<file path="config.mk">
export PLATFORM = sky130hd
export DESIGN_NAME = dgcb_cfg
export DESIGN_NICKNAME = d
export VERILOG_FILES = /design/src/rtl/dgcb_pkg.sv /design/src/rtl/dgcb_cfg.sv
export SDC_FILE = /design/constraint.sdc
export NUM_CORES = 1
export LEC_CHECK = 0
export ABC_AREA = 1
export BUFFER_PORTS_ARGS = -buffer_cell sky130_fd_sc_hd__buf_4
export CAP_MARGIN = 20
export CORE_MARGIN = 10
export CORE_UTILIZATION = 46
export CTS_BUF_LIST = sky130_fd_sc_hd__clkbuf_4
export CTS_CLUSTER_SIZE = 24
export DETAILED_ROUTE_END_ITERATION = 6
export GPL_TIMING_DRIVEN = 0
export PLACE_DENSITY = 0.67
export SLEW_MARGIN = 25
export SYNTH_ARGS = -nofsm -noshare
export SYNTH_HDL_FRONTEND = slang
export SYNTH_SLANG_ARGS = --single-unit
</file>
<file path="constraint.sdc">
create_clock -name clk -period 9.75 [get_ports clk]
set_input_delay 0.975 -clock clk [delete_from_list [all_inputs] [get_ports clk]]
set_output_delay 0.975 -clock clk [all_outputs]
set_load 0.005 [all_outputs]
</file>
<file path="src/rtl/dgcb_pkg.sv">
package dgcb_pkg;

  // Default grid side limit handed to the top level parameter.
  localparam int MAX_ROW_CELLS_DEF = 1024;

  // Fixed field widths of the request and result channels.
  localparam int POS_W    = 32;
  localparam int CELL_W   = 10;
  localparam int INDEX_W  = 20;
  localparam int COUNT_W  = 32;
  localparam int RADIUS_W = 31;
  localparam int ROWS_W   = 11;

  // Configuration port geometry.
  localparam int ADDR_W = 4;
  localparam int DATA_W = 32;

  // Probe geometry: nine probe points built from five offsets per axis.
  localparam int NUM_PROBES = 9;
  localparam int NUM_COORDS = 5;

  // cos(45 degrees) in Q16.16, rounded to nearest.
  localparam logic [15:0] COS45_Q16 = 16'd46341;

  // Register reset values.
  localparam logic [31:0] RANGE_LOW_RST  = 32'd0;
  localparam logic [31:0] CELL_SCALE_RST = 32'd65536;
  localparam logic [30:0] RADIUS_RST     = 31'd0;
  localparam logic [10:0] ROWS_RST       = 11'd64;

  // Register map, one word per register.
  typedef enum logic [1:0] {
    REG_RANGE_LOW   = 2'd0,
    REG_CELL_SCALE  = 2'd1,
    REG_DISC_RADIUS = 2'd2,
    REG_ROW_CELLS   = 2'd3
  } reg_index_t;

  // Per-axis coordinate slots.
  localparam logic [2:0] COORD_CENTER    = 3'd0;
  localparam logic [2:0] COORD_PLUS_RAD  = 3'd1;
  localparam logic [2:0] COORD_MINUS_RAD = 3'd2;
  localparam logic [2:0] COORD_PLUS_OFF  = 3'd3;
  localparam logic [2:0] COORD_MINUS_OFF = 3'd4;

  // Load enables of the five pipeline stages in front of the emit buffer.
  typedef struct packed {
    logic en1;
    logic en2;
    logic en3;
    logic en4;
    logic en5;
  } pipe_en_t;

  // Which x coordinate slot a probe uses.
  function automatic logic [2:0] probe_x_sel(input logic [3:0] probe);
    logic [2:0] sel;
    case (probe)
      4'd0: sel = COORD_CENTER;
      4'd1: sel = COORD_PLUS_RAD;
      4'd2: sel = COORD_MINUS_RAD;
      4'd3: sel = COORD_CENTER;
      4'd4: sel = COORD_CENTER;
      4'd5: sel = COORD_PLUS_OFF;
      4'd6: sel = COORD_MINUS_OFF;
      4'd7: sel = COORD_PLUS_OFF;
      4'd8: sel = COORD_MINUS_OFF;
      default: sel = COORD_CENTER;
    endcase
    return sel;
  endfunction

  // Which y coordinate slot a probe uses.
  function automatic logic [2:0] probe_y_sel(input logic [3:0] probe);
    logic [2:0] sel;
    case (probe)
      4'd0: sel = COORD_CENTER;
      4'd1: sel = COORD_CENTER;
      4'd2: sel = COORD_CENTER;
      4'd3: sel = COORD_PLUS_RAD;
      4'd4: sel = COORD_MINUS_RAD;
      4'd5: sel = COORD_PLUS_OFF;
      4'd6: sel = COORD_PLUS_OFF;
      4'd7: sel = COORD_MINUS_OFF;
      4'd8: sel = COORD_MINUS_OFF;
      default: sel = COORD_CENTER;
    endcase
    return sel;
  endfunction

endpackage

</file>
<file path="src/rtl/dgcb_cfg.sv">
module dgcb_cfg
  import dgcb_pkg::*;
#(
  parameter int MAX_ROW_CELLS = MAX_ROW_CELLS_DEF,
  parameter int CW            = $clog2(MAX_ROW_CELLS + 1)
) (
  input  logic                clk,
  input  logic                rst,
  input  logic                psel,
  input  logic                penable,
  input  logic                pwrite,
  input  logic [ADDR_W-1:0]   paddr,
  input  logic [DATA_W-1:0]   pwdata,
  output logic [DATA_W-1:0]   prdata,
  output logic                pready,
  output logic [POS_W-1:0]    range_low,
  output logic [31:0]         cell_scale,
  output logic [RADIUS_W-1:0] disc_radius,
  output logic [RADIUS_W-1:0] diag_offset,
  output logic [CW-1:0]       grid_cells
);

  logic [ROWS_W-1:0] row_cells;
  logic              wr_en;
  reg_index_t        reg_sel;
  logic [46:0]       diag_prod;
  logic [47:0]       diag_round;

  assign pready  = 1'b1;
  assign wr_en   = psel & penable & pwrite;
  assign reg_sel = reg_index_t'(paddr[3:2]);

  // Register writes.
  always_ff @(posedge clk) begin
    if (rst) begin
      range_low   <= RANGE_LOW_RST;
      cell_scale  <= CELL_SCALE_RST;
      disc_radius <= RADIUS_RST;
      row_cells   <= ROWS_RST;
    end else if (wr_en) begin
      case (reg_sel)
        REG_RANGE_LOW:   range_low   <= pwdata;
        REG_CELL_SCALE:  cell_scale  <= pwdata;
        REG_DISC_RADIUS: disc_radius <= pwdata[RADIUS_W-1:0];
        REG_ROW_CELLS:   row_cells   <= pwdata[ROWS_W-1:0];
        default: ;
      endcase
    end
  end

  // Register reads.
  always_comb begin
    case (reg_sel)
      REG_RANGE_LOW:   prdata = range_low;
      REG_CELL_SCALE:  prdata = cell_scale;
      REG_DISC_RADIUS: prdata = DATA_W'(disc_radius);
      REG_ROW_CELLS:   prdata = DATA_W'(row_cells);
      default:         prdata = '0;
    endcase
  end

  // Diagonal offset is the radius times cos45, rounded half up.
  assign diag_prod  = disc_radius * COS45_Q16;
  assign diag_round = {1'b0, diag_prod} + 48'd32768;

  // Derived values follow the registers in the next cycle.
  always_ff @(posedge clk) begin
    diag_offset <= diag_round[46:16];
    if (32'(row_cells) > 32'(MAX_ROW_CELLS)) begin
      grid_cells <= CW'(MAX_ROW_CELLS);
    end else begin
      grid_cells <= CW'(row_cells);
    end
  end

endmodule

</file>
==> impl_metrics.csv <==
group,metric,value,unit
run_status,status,"completed",
route,routedWlPerCell,18.0,um
sta,hold_slack,458,ps
cts,cts_tree,"built",
layout,fillers,2787,
worst_hold_path,hold_class,"flip-flop to flip-flop",
grt,grt_max_degree,18,
route,dr.pass1.iters,7,
worst_hold_path,min_path_cells,1,
synth,yosysTopAreaCellShare,0.222,
cts,clock_sinks,148,
cts,post_cts_buffers,0,
critical_path,cp-end-kind,"flip-flop",
synth,synth_enable_flop_cells,0,
layout,utilization,0.546,
pwr,p_int,0.888,mW
pwr,net-switching-power,0.485,mW
sta,grt_setup_unrepaired,"false",
route,avgViaCountPerCell,5.14,
synth,yosysSeqAreaShare,0.222,
critical_path,crit_arrival,6060,ps
synth,synth_cell_type_count,40,
critical_path,reg2reg_depth,19,
sta,max_freq,180,MHz
die,core_area,0.0287,mm2
synth,synth-seq-cells,148,
synth,syn_area,0.0134,mm2
die,num_rows,62,
run,maxCapViolCount,0,
placed_design,dp_hpwl,35100,um
grt,grt_pass1_vias,12200,
cts,cts_root_buf,"clkbuf_4",
cts,hold_buffers,0,
pwr,combinationalPowerShare,0.224,
route,drc,0,
pwr,seqPwrFrac,0.478,
cts,clock_path_buffers,2,
synth,yosysTopAreaCell,"dfxtp_1",
route,wirelength,42400,um
critical_path,critPathKind,"flip-flop to flip-flop",
route,wl_met1,18400,um
route,met3_length,3560,um
cts,cts_made_buffers,17,
route,wl_met2,19600,um
sta,post-route-period-util,0.571,
layout,drive_gt1_frac,0.145,
synth,yosysMostFrequentCell,"inv_1",
sta,period_minus_slack,5570,ps
layout,nets,2304,
placed_design,place_area,0.0154,mm2
synth,ys_warn_count,0,
layout,design_area,0.0157,mm2
route,highest_layer,"met4",
grt,grt_usage,0.232,
sta,maxSlewHeadroom,0.520,
sta,tns,0,ps
sta,final-hold-violation-count,0,
synth,synthArstFlopShare,0,
grt,grt_overflow,0,
critical_path,critPathMaxFanout,8,
route,vias,12100,
synth,synth_flop_cell,"dfxtp_1",
synth,syn_nets,2078,
cts,clk_latency,610,ps
critical_path,cp_data_required_time,10250,ps
cts,cts_resized,0,
pwr,p_per_area,87.6,mW/mm2
sta,setup_viol,0,
layout,area_growth,17.5,%
synth,netlist_top_cells_area,"dfxtp_1 (22%), ha_1 (18%), fa_1 (17%)",
pwr,switching_share,0.353,
grt,antenna_found_initial,1,
grt,grt_pass1_wl,66400,um
pwr,p_leak,8.37,nW
die,die-area,0.0362,mm2
synth,netlist_instances,1726,
synth,avgSynthCellArea,7.73,um2
sta,slew_viol_final,0,
sta,fin_skew,35.1,ps
placed_design,gp_congestion,0.935,
synth,yosys-top-cells-count,"inv_1 (285), nor2_1 (274), nand2_1 (266), ha_1 (196), dfxtp_1 (148)",
pwr,pwr-share-clk,0.298,
die,ios,211,
critical_path,worst_setup_path_start_kind,"flip-flop",
die,die_width,190,um
placed_design,port-buffer-count,207,
pwr,vdd_drop_max,0.0661,mV
die,start_util,0.465,
die,dieHeight,190,um
route,initialDrtViolationCount,685,
sta,worst_slew_pin_slew,711,ps
route,antenna_left,0,
cts,clkTransAtPathRegs,150,ps
cts,htree_levels,4,
pwr,power,1.37,mW
-- final cells by class --
cell class / count / area [um2] / share of cell area
Antenna cell: 1 / 2.50 / 0.000160
Buffer: 43 / 185 / 0.0118
Clock buffer: 18 / 135 / 0.00862
Clock inverter: 14 / 160 / 0.0102
Inverter: 292 / 1100 / 0.0699
Multi-Input combinational cell: 1243 / 9110 / 0.581
Sequential cell: 148 / 2960 / 0.189
Tap cell: 384 / 480 / 0.0306
Timing Repair Buffer: 207 / 1550 / 0.0991
-- registers in the layout, indices dropped and copies added, names as in the netlist --
signal,count
cell_scale,32
range_low,32
diag_offset,31
disc_radius,31
grid_cells,11
row_cells,11
-- routing by layer --
metal,up-vias,track usage
li1,5922,-
met1,5667,0.298
met2,432,0.380
met3,52,0.0571
met4,0,0.0603
met5,-,0
-- final timing paths --
kind,slack (ps),endpoint,from
setup reg to reg,4180,diag_offset[26],disc_radius[7]
hold reg to reg,460,grid_cells[3],row_cells[10]
hold / removal,460,grid_cells[3],row_cells[10]
setup / recovery,4180,diag_offset[26],disc_radius[7]
-- cells by family (layout without fill, tap and decap cells) --
logic type	after synthesis	count (layout)	synth area share
compound gates	254	254	0.106
xor+xnor	41	41	0.0269
fa+ha+maj	311	311	0.356
buf+inv	335	574	0.0960
flops	148	148	0.222
other cells	1	2	0.000281
simple gates	636	636	0.193
-- stage by stage --
stage                     std cells  worst slack, ps
after floorplan                1726             5090
after global placement         2317             4340
after detailed placement       2317             4290
after CTS                      2349             4260
after global routing           2350             3980
final                          2350             4180
-- critical path, stage by stage, from the launching register on --
cell	delay [ps]
dfxtp_1	650
ha_1	390
xor2_1	230
ha_1	210
or2_2	310
fa_1	500
inv_1	50
fa_1	490
fa_1	430
fa_1	500
inv_1	40
ha_1	340
a21oi_1	270
o21ai_0	200
a21boi_0	390
o21ai_1	150
nand2_1	130
nand3_1	80
nand2_1	60
nand2_1	40
-- power groups by stage --
stage,Combinational [mW],Clock (mW),Sequential [mW]
2_1_floorplan,0.174,0,0.666
3_3_place_gp,0.304,0,0.669
3_5_place_dp,0.306,0,0.670
4_1_cts,0.309,0.416,0.657
5_1_grt,0.351,0.440,0.660
6_report,0.307,0.409,0.657
-- placed cells by master (no fill, tap or decap), drive strengths merged --
cell,netlist,layout
o21bai,7,7
nand4,12,12
nand3,53,53
xor2,33,33
nor2,283,283
a31oi,2,2
o21ai,137,137
nand2,276,276
a21oi,70,70
a22o,1,1
o21a,4,4
o2111ai,11,11
clkinv,0,4
xnor2,8,8
buf,15,222
inv,292,300
o211ai,4,4
a41oi,1,1
conb,1,1
clkbuf,28,46
fa,115,115
a21boi,4,4
clkinvlp,0,2
a21o,12,12
nor3,6,6
or2,2,2
nor4,4,4
o22ai,1,1
ha,196,196
dfxtp,148,148
diode,0,1
Power figures use the tool's default switching activity.
