### config.mk
export PLATFORM = sky130hd
export DESIGN_NAME = dgcb_emit
export DESIGN_NICKNAME = d
export VERILOG_FILES = /design/src/rtl/dgcb_pkg.sv /design/src/rtl/dgcb_emit.sv
export SDC_FILE = /design/constraint.sdc
export NUM_CORES = 2
export LEC_CHECK = 0
export ABC_AREA = 0
export BUFFER_PORTS_ARGS = -buffer_cell sky130_fd_sc_hd__buf_2
export CORE_ASPECT_RATIO = 1.1
export CORE_MARGIN = 2
export CORE_UTILIZATION = 55
export DETAILED_ROUTE_END_ITERATION = 16
export PLACE_DENSITY = 0.77
export SETUP_SLACK_MARGIN = 0.5
export SLEW_MARGIN = 10
export SYNTH_ARGS = -nofsm -noshare
export SYNTH_HDL_FRONTEND = slang
export SYNTH_SLANG_ARGS = --single-unit
### constraint.sdc
create_clock -name clk -period 9.7 [get_ports clk]
set_input_delay 1.455 -clock clk [delete_from_list [all_inputs] [get_ports clk]]
set_output_delay 1.455 -clock clk [all_outputs]
set_load 0.1 [all_outputs]
### src/rtl/dgcb_pkg.sv
package dgcb_pkg;

  // Default grid side limit handed to the top level parameter.
  localparam int MAX_ROW_CELLS_DEF = 1024;

  // Fixed field widths of the request and result channels.
  localparam int POS_W    = 32;
  localparam int CELL_W   = 10;
  localparam int INDEX_W  = 20;
  localparam int COUNT_W  = 32;
  localparam int RADIUS_W = 31;
  localparam int ROWS_W   = 11;

  // Configuration port geometry.
  localparam int ADDR_W = 4;
  localparam int DATA_W = 32;

  // Probe geometry: nine probe points built from five offsets per axis.
  localparam int NUM_PROBES = 9;
  localparam int NUM_COORDS = 5;

  // cos(45 degrees) in Q16.16, rounded to nearest.
  localparam logic [15:0] COS45_Q16 = 16'd46341;

  // Register reset values.
  localparam logic [31:0] RANGE_LOW_RST  = 32'd0;
  localparam logic [31:0] CELL_SCALE_RST = 32'd65536;
  localparam logic [30:0] RADIUS_RST     = 31'd0;
  localparam logic [10:0] ROWS_RST       = 11'd64;

  // Register map, one word per register.
  typedef enum logic [1:0] {
    REG_RANGE_LOW   = 2'd0,
    REG_CELL_SCALE  = 2'd1,
    REG_DISC_RADIUS = 2'd2,
    REG_ROW_CELLS   = 2'd3
  } reg_index_t;

  // Per-axis coordinate slots.
  localparam logic [2:0] COORD_CENTER    = 3'd0;
  localparam logic [2:0] COORD_PLUS_RAD  = 3'd1;
  localparam logic [2:0] COORD_MINUS_RAD = 3'd2;
  localparam logic [2:0] COORD_PLUS_OFF  = 3'd3;
  localparam logic [2:0] COORD_MINUS_OFF = 3'd4;

  // Load enables of the five pipeline stages in front of the emit buffer.
  typedef struct packed {
    logic en1;
    logic en2;
    logic en3;
    logic en4;
    logic en5;
  } pipe_en_t;

  // Which x coordinate slot a probe uses.
  function automatic logic [2:0] probe_x_sel(input logic [3:0] probe);
    logic [2:0] sel;
    case (probe)
      4'd0: sel = COORD_CENTER;
      4'd1: sel = COORD_PLUS_RAD;
      4'd2: sel = COORD_MINUS_RAD;
      4'd3: sel = COORD_CENTER;
      4'd4: sel = COORD_CENTER;
      4'd5: sel = COORD_PLUS_OFF;
      4'd6: sel = COORD_MINUS_OFF;
      4'd7: sel = COORD_PLUS_OFF;
      4'd8: sel = COORD_MINUS_OFF;
      default: sel = COORD_CENTER;
    endcase
    return sel;
  endfunction

  // Which y coordinate slot a probe uses.
  function automatic logic [2:0] probe_y_sel(input logic [3:0] probe);
    logic [2:0] sel;
    case (probe)
      4'd0: sel = COORD_CENTER;
      4'd1: sel = COORD_CENTER;
      4'd2: sel = COORD_CENTER;
      4'd3: sel = COORD_PLUS_RAD;
      4'd4: sel = COORD_MINUS_RAD;
      4'd5: sel = COORD_PLUS_OFF;
      4'd6: sel = COORD_PLUS_OFF;
      4'd7: sel = COORD_MINUS_OFF;
      4'd8: sel = COORD_MINUS_OFF;
      default: sel = COORD_CENTER;
    endcase
    return sel;
  endfunction

endpackage

### src/rtl/dgcb_emit.sv
module dgcb_emit
  import dgcb_pkg::*;
#(
  parameter int MAX_ROW_CELLS = MAX_ROW_CELLS_DEF,
  parameter int CW            = $clog2(MAX_ROW_CELLS + 1)
) (
  input  logic                          clk,
  input  logic                          rst,
  input  logic                          stage_valid,
  output logic                          buf_free,
  input  logic [NUM_COORDS-1:0][CW-1:0] x_cell,
  input  logic [NUM_COORDS-1:0]         x_ok,
  input  logic [NUM_COORDS-1:0][CW-1:0] y_cell,
  input  logic [NUM_COORDS-1:0]         y_ok,
  input  logic [POS_W-1:0]              pos_x,
  input  logic [POS_W-1:0]              pos_y,
  input  logic [CW-1:0]                 grid_cells,
  output logic                          out_valid,
  input  logic                          out_ready,
  output logic [CELL_W-1:0]             cell_x,
  output logic [CELL_W-1:0]             cell_y,
  output logic [INDEX_W-1:0]            cell_index,
  output logic [POS_W-1:0]              item_x,
  output logic [POS_W-1:0]              item_y,
  output logic [COUNT_W-1:0]            entries_total,
  output logic                          last_cell
);

  localparam int IW = 2 * CW + 1;

  logic [NUM_PROBES-1:0]              keep;
  logic [NUM_PROBES-1:0][CW-1:0]      px_next, py_next;
  logic [NUM_PROBES-1:0][INDEX_W-1:0] idx_next;
  logic [NUM_PROBES-1:0]              pend;
  logic [NUM_PROBES-1:0][CW-1:0]      buf_x, buf_y;
  logic [NUM_PROBES-1:0][INDEX_W-1:0] buf_idx;
  logic [NUM_PROBES-1:0]              pick;
  logic [POS_W-1:0]                   buf_pos_x, buf_pos_y;
  logic [COUNT_W-1:0]                 entry_count;
  logic                               out_fire;
  logic                               load;
  logic [CW-1:0]                      sel_x, sel_y;
  logic [INDEX_W-1:0]                 sel_idx;

  // Resolve each probe to a cell, drop misses and repeats, form the index.
  always_comb begin
    logic [NUM_PROBES-1:0] hit;
    logic                  dup;
    logic [IW-1:0]         full;
    for (int j = 0; j < NUM_PROBES; j++) begin
      px_next[j] = x_cell[probe_x_sel(4'(j))];
      py_next[j] = y_cell[probe_y_sel(4'(j))];
      hit[j]     = x_ok[probe_x_sel(4'(j))] & y_ok[probe_y_sel(4'(j))];
      full       = IW'(py_next[j]) * IW'(grid_cells) + IW'(px_next[j]);
      idx_next[j] = INDEX_W'(full);
    end
    for (int j = 0; j < NUM_PROBES; j++) begin
      dup = 1'b0;
      for (int k = 0; k < j; k++) begin
        dup = dup | (hit[k] & (px_next[k] == px_next[j]) & (py_next[k] == py_next[j]));
      end
      keep[j] = hit[j] & ~dup;
    end
  end

  // The lowest pending probe goes out first.
  assign pick      = pend & (~pend + NUM_PROBES'(1));
  assign out_valid = |pend;
  assign out_fire  = out_valid & out_ready;
  assign last_cell = ~|(pend & ~pick);
  assign buf_free  = ~out_valid | (out_fire & last_cell);
  assign load      = stage_valid & buf_free;

  always_comb begin
    sel_x   = '0;
    sel_y   = '0;
    sel_idx = '0;
    for (int j = 0; j < NUM_PROBES; j++) begin
      if (pick[j]) begin
        sel_x   = sel_x | buf_x[j];
        sel_y   = sel_y | buf_y[j];
        sel_idx = sel_idx | buf_idx[j];
      end
    end
  end

  // Pending mask of cells still to send.
  always_ff @(posedge clk) begin
    if (rst) begin
      pend <= '0;
    end else if (load) begin
      pend <= keep;
    end else if (out_fire) begin
      pend <= pend & ~pick;
    end
  end

  // Cell list of the disc being sent.
  always_ff @(posedge clk) begin
    if (load) begin
      buf_x     <= px_next;
      buf_y     <= py_next;
      buf_idx   <= idx_next;
      buf_pos_x <= pos_x;
      buf_pos_y <= pos_y;
    end
  end

  // Saturating count of sent cell entries.
  always_ff @(posedge clk) begin
    if (rst) begin
      entry_count <= '0;
    end else if (out_fire && entry_count != '1) begin
      entry_count <= entry_count + COUNT_W'(1);
    end
  end

  assign cell_x        = CELL_W'(sel_x);
  assign cell_y        = CELL_W'(sel_y);
  assign cell_index    = sel_idx;
  assign item_x        = buf_pos_x;
  assign item_y        = buf_pos_y;
  assign entries_total = (entry_count == '1) ? entry_count : entry_count + COUNT_W'(1);

endmodule

==> PnR_summary.wiki <==
{| class="wikitable"
! Metric !! Value
|-
| Post-layout nets || 5405
|-
| Share of power burned in combinational logic || 0.714
|-
| Post-route setup slack || 2.17 ns
|-
| Number of standard cells after synthesis || 4280
|-
| Main combinational cell family by area after synthesis || adder cells
|-
| Layout fillers || 6101
|-
| Leakage power of the design || 20.2 nW
|-
| Half-perimeter wire length after detailed placement || 89.0 mm
|-
| CP max stage cell || fa_1
|-
| Switching power as a share of total power || 0.493
|-
| Result of the run || complete, no violations
|-
| Final Skew || approximately 0.034 ns
|-
| PD cells || 382 nW/µm²
|-
| Most frequent cell on the critical path || fa_1
|-
| Synth Area per Inst || 9.59 µm²
|-
| Critical path data arrival time || 7.85 ns
|-
| Final routed wire length divided by cell count || 21.8 µm
|-
| Req. time, crit path || 10.02 ns
|-
| Count of flip-flops with a built-in enable after synthesis || 344
|-
| Layout cell share with drive strength beyond 1 || 0.107
|-
| H-tree level count || 2
|-
| Buffers & Inverters on Critical Path || 4
|-
| Critical-path cell list || buf_2 -> buf_4 -> and2_1 -> fa_1 -> ha_1 -> fa_1 -> inv_1 -> fa_1 -> inv_1 -> fa_1 -> ha_1 -> and3_1 -> a2111oi_2 -> o21ai_0 -> a21oi_1 -> xnor2_1 -> ha_1 -> and3_1 -> a311oi_1 -> and2b_1 -> and2b_1 -> xnor2_1
|-
| Aggregate global-route resource usage || 0.310
|-
| Ratio of routed vias to standard cells || 5.91
|-
| Starting utilization of the core area || 0.553
|-
| Post-Synth Simple-Gate Area || 0.163
|-
| Power Internal || 8.67 mW
|-
| Synth Area in Adders || 0.309
|-
| Clock power frac || 0.102
|-
| CP startpoint kind || primary input
|-
| Number of top-level pins || 338
|-
| Xor/xnor share of the synthesized area || 0.101
|-
| Worst max-slew margin expressed relative to the limit || 0.197
|-
| Distinct cell type count after synthesis || 90
|-
| Clock root cell || clkbuf_16
|-
| Die outline area || 76800 µm²
|-
| Final Hold Vio Count || 0
|-
| Final weighted congestion in routability-driven placement || 0.933
|-
| Summed area of non-filler cells in the final layout || 44800 µm²
|-
| Synth-to-Final Area Change || 9.21%
|-
| Slew of the pin with the lowest slew margin || 1.21 ns
|-
| Share of synthesized flip-flops with an asynchronous set or reset || 0
|-
| Core area || 74200 µm²
|-
| Category of the worst setup path capture point || register
|-
| Synth Cell Area || 41000 µm²
|-
| Post-route clock period utilization || 0.776
|-
| Hold buffers post-CTS || 0
|-
| Top Family by Delay on Critical Path || adder cells
|-
| Critical Path Fanout Max || 25
|-
| Antenna violations before repair || 17
|-
| Post-layout power || roughly 17 mW
|-
| Endpoints failing setup || 0
|-
| Post-synthesis register bit count || 385
|-
| Post-CTS Setup Inserts || 0
|-
| Post-route DRC || 0
|-
| Unrepaired setup endpoints after global routing || no
|-
| Die H || 290 µm
|-
| Wire length of the first global-routing pass || 184 mm
|-
| Fmax || 133 MHz
|-
| Proportion of synthesized area in mux cells || 0.000274
|-
| Max-slew violation total from the final report || 0
|-
| Register clock-pin slew on the reported worst setup and hold paths || approximately 0.060 ns
|-
| Synth Area in Compound Gates || 0.0800
|-
| Placed Instance Area || 43300 µm²
|-
| Max Cap Viol || 0
|-
| First DRT Iteration DRCs || 3363
|-
| HP Class || reg2reg
|-
| Net switching component of the power || ~8.4 mW
|-
| Post-CTS Resized || 0
|-
| Reg power frac || 0.184
|-
| Horizontal die dimension || 264 µm
|-
| Post-Route WL || about 120 mm
|-
| Vias in the first global route || 32100
|-
| Longest Clk Path Bufs || 3
|-
| Syn nets || between 5000 and 6000
|-
| Post-synthesis sequential area ratio || 0.272
|-
| Congestion Overflow GR || 0
|-
| Number of nets with antenna violations after detailed routing || 0
|-
| Total CTS buffers || 44
|-
| TritonCTS clock tree || built
|-
| DRT Pass-1 Iters || 8
|-
| Synthesis warning total || 0
|-
| Finished Core Util || 0.604
|-
| Worst setup slack after placement || 1.66 ns
|-
| Routed vias || ~32000
|-
| Largest net degree at the start of global routing || approximately 130
|-
| Class of the most critical setup path || in2reg
|-
| Clock sink count || 385
|-
| Total Negative Setup Slacks || 0 ns
|-
| Clock insertion delay at the later pin of the skew report || 0.61 ns
|-
| Maximum VDD drop || approximately 0.35 mV
|-
| Most used flip-flop cell after synthesis || edfxtp_1
|-
| Port Buffer Count || 337
|-
| Time the final worst path needs with I/O delays and setup || approximately 7.5 ns
|-
| Num rows || 105
|-
| Largest stage delay on the critical path || 0.52 ns
|}
## cells in the mapped netlist (35+ instances only)
cell type / instances / area share
inv_1: 571 / 0.052
nor2_1: 147 / 0.013
nand2_1: 575 / 0.053
nand4_1: 65 / 0.0099
nor3_1: 66 / 0.0081
o21ai_0: 98 / 0.012
ha_1: 333 / 0.10
xor2_1: 156 / 0.033
a21oi_1: 89 / 0.011
nor4_1: 35 / 0.0053
a21o_1: 40 / 0.0073
nand3_1: 73 / 0.0089
fa_1: 424 / 0.21
dfxtp_1: 41 / 0.020
edfxtp_1: 344 / 0.25
xnor2_1: 319 / 0.068
and2_1: 259 / 0.039
clkbuf_1: 220 / 0.020
a22oi_1: 50 / 0.0091
## metal layers
| metal | wire length (µm) | up-vias | global-route usage | share of wire |
|---|---|---|---|---|
| li1 | - | 14400 | - | - |
| met1 | 46700 | 15800 | 0.415 | 0.39 |
| met2 | 53500 | 1768 | 0.491 | 0.45 |
| met3 | 12300 | 291 | 0.0567 | 0.10 |
| met4 | 6450 | 10 | 0.148 | 0.054 |
| met5 | 58 | - | 0 | 0.00049 |
## power groups by stage
| stage | clock network [mW] | logic (mW) | registers, mW |
|---|---|---|---|
| 2_1_floorplan | 0 | 9.00 | 3.38 |
| 6_report | 1.75 | 12.2 | 3.15 |
| 5_1_grt | 1.83 | 13.4 | 3.19 |
| 3_3_place_gp | 0 | 11.7 | 3.16 |
| 4_1_cts | 1.77 | 12.0 | 3.15 |
| 3_5_place_dp | 0 | 11.9 | 3.18 |
## worst reg2reg max path, cell delays in order (launching register included)
cell	delay, ns
dfxtp_1	0.52
or4_4	0.64
or2_4	0.26
maj3_2	0.31
o21bai_2	0.24
a31o_2	0.22
and2_4	0.37
buf_4	0.57
buf_4	0.89
## state kept, by name (all words and copies together) (netlist names)
register	count
item_y	32
item_x	32
buf_x	50
buf_idx	180
entry_count	32
buf_y	50
pend	9
## path summary, 6_finish.rpt
kind	start	to	slack [ns]	cells past startpoint
setup / recovery	grid_cells[2]	buf_idx[56]	2.17	22
hold / removal	entry_count[1]	entry_count[1]	0.49	2
hold reg to reg	entry_count[1]	entry_count[1]	0.49	2
setup reg to reg	pend[3]	buf_idx[37]	5.18	8
## cells in the final DEF (no fill, tap or decap), types with 147 or more instances in the layout
cell type | synthesis | final
and2_1 | 259 | 258
xnor2_1 | 319 | 319
buf_2 | 4 | 337
nand2_1 | 575 | 575
fa_1 | 424 | 424
inv_1 | 571 | 571
nor2_1 | 147 | 147
edfxtp_1 | 344 | 344
ha_1 | 333 | 333
xor2_1 | 156 | 156
## kinds of logic (layout without fill, tap and decap cells)
| group | after synthesis | in the layout |
|---|---|---|
| AO/OA/AOI/OAI | 477 | 477 |
| XOR/XNOR | 475 | 475 |
| adder cells (fa/ha/maj) | 759 | 759 |
| buffers and inverters | 817 | 1021 |
| flip-flops | 385 | 385 |
| multiplexers | 1 | 1 |
| other | 0 | 13 |
| AND/OR/NAND/NOR | 1366 | 1366 |
## metrics by stage
stage,cells,hold WS (ns)
final,5460,0.494
after CTS,5447,0.495
after detailed placement,5366,0.488
after global placement,5366,0.466
after floorplan,4280,0.459
after global routing,5453,0.522
## layout make-up
cell class	count	area, µm²	area share
multi-input cells	3078	26800	0.598
flip-flops and latches	385	11200	0.249
inverters	571	2140	0.0478
repair buffers	369	1940	0.0433
well taps	963	1200	0.0269
clock buffers	52	1150	0.0257
clock inverters	29	377	0.00840
diodes	13	32.5	0.000726
Note: power is estimated with default switching activity, not from simulation.
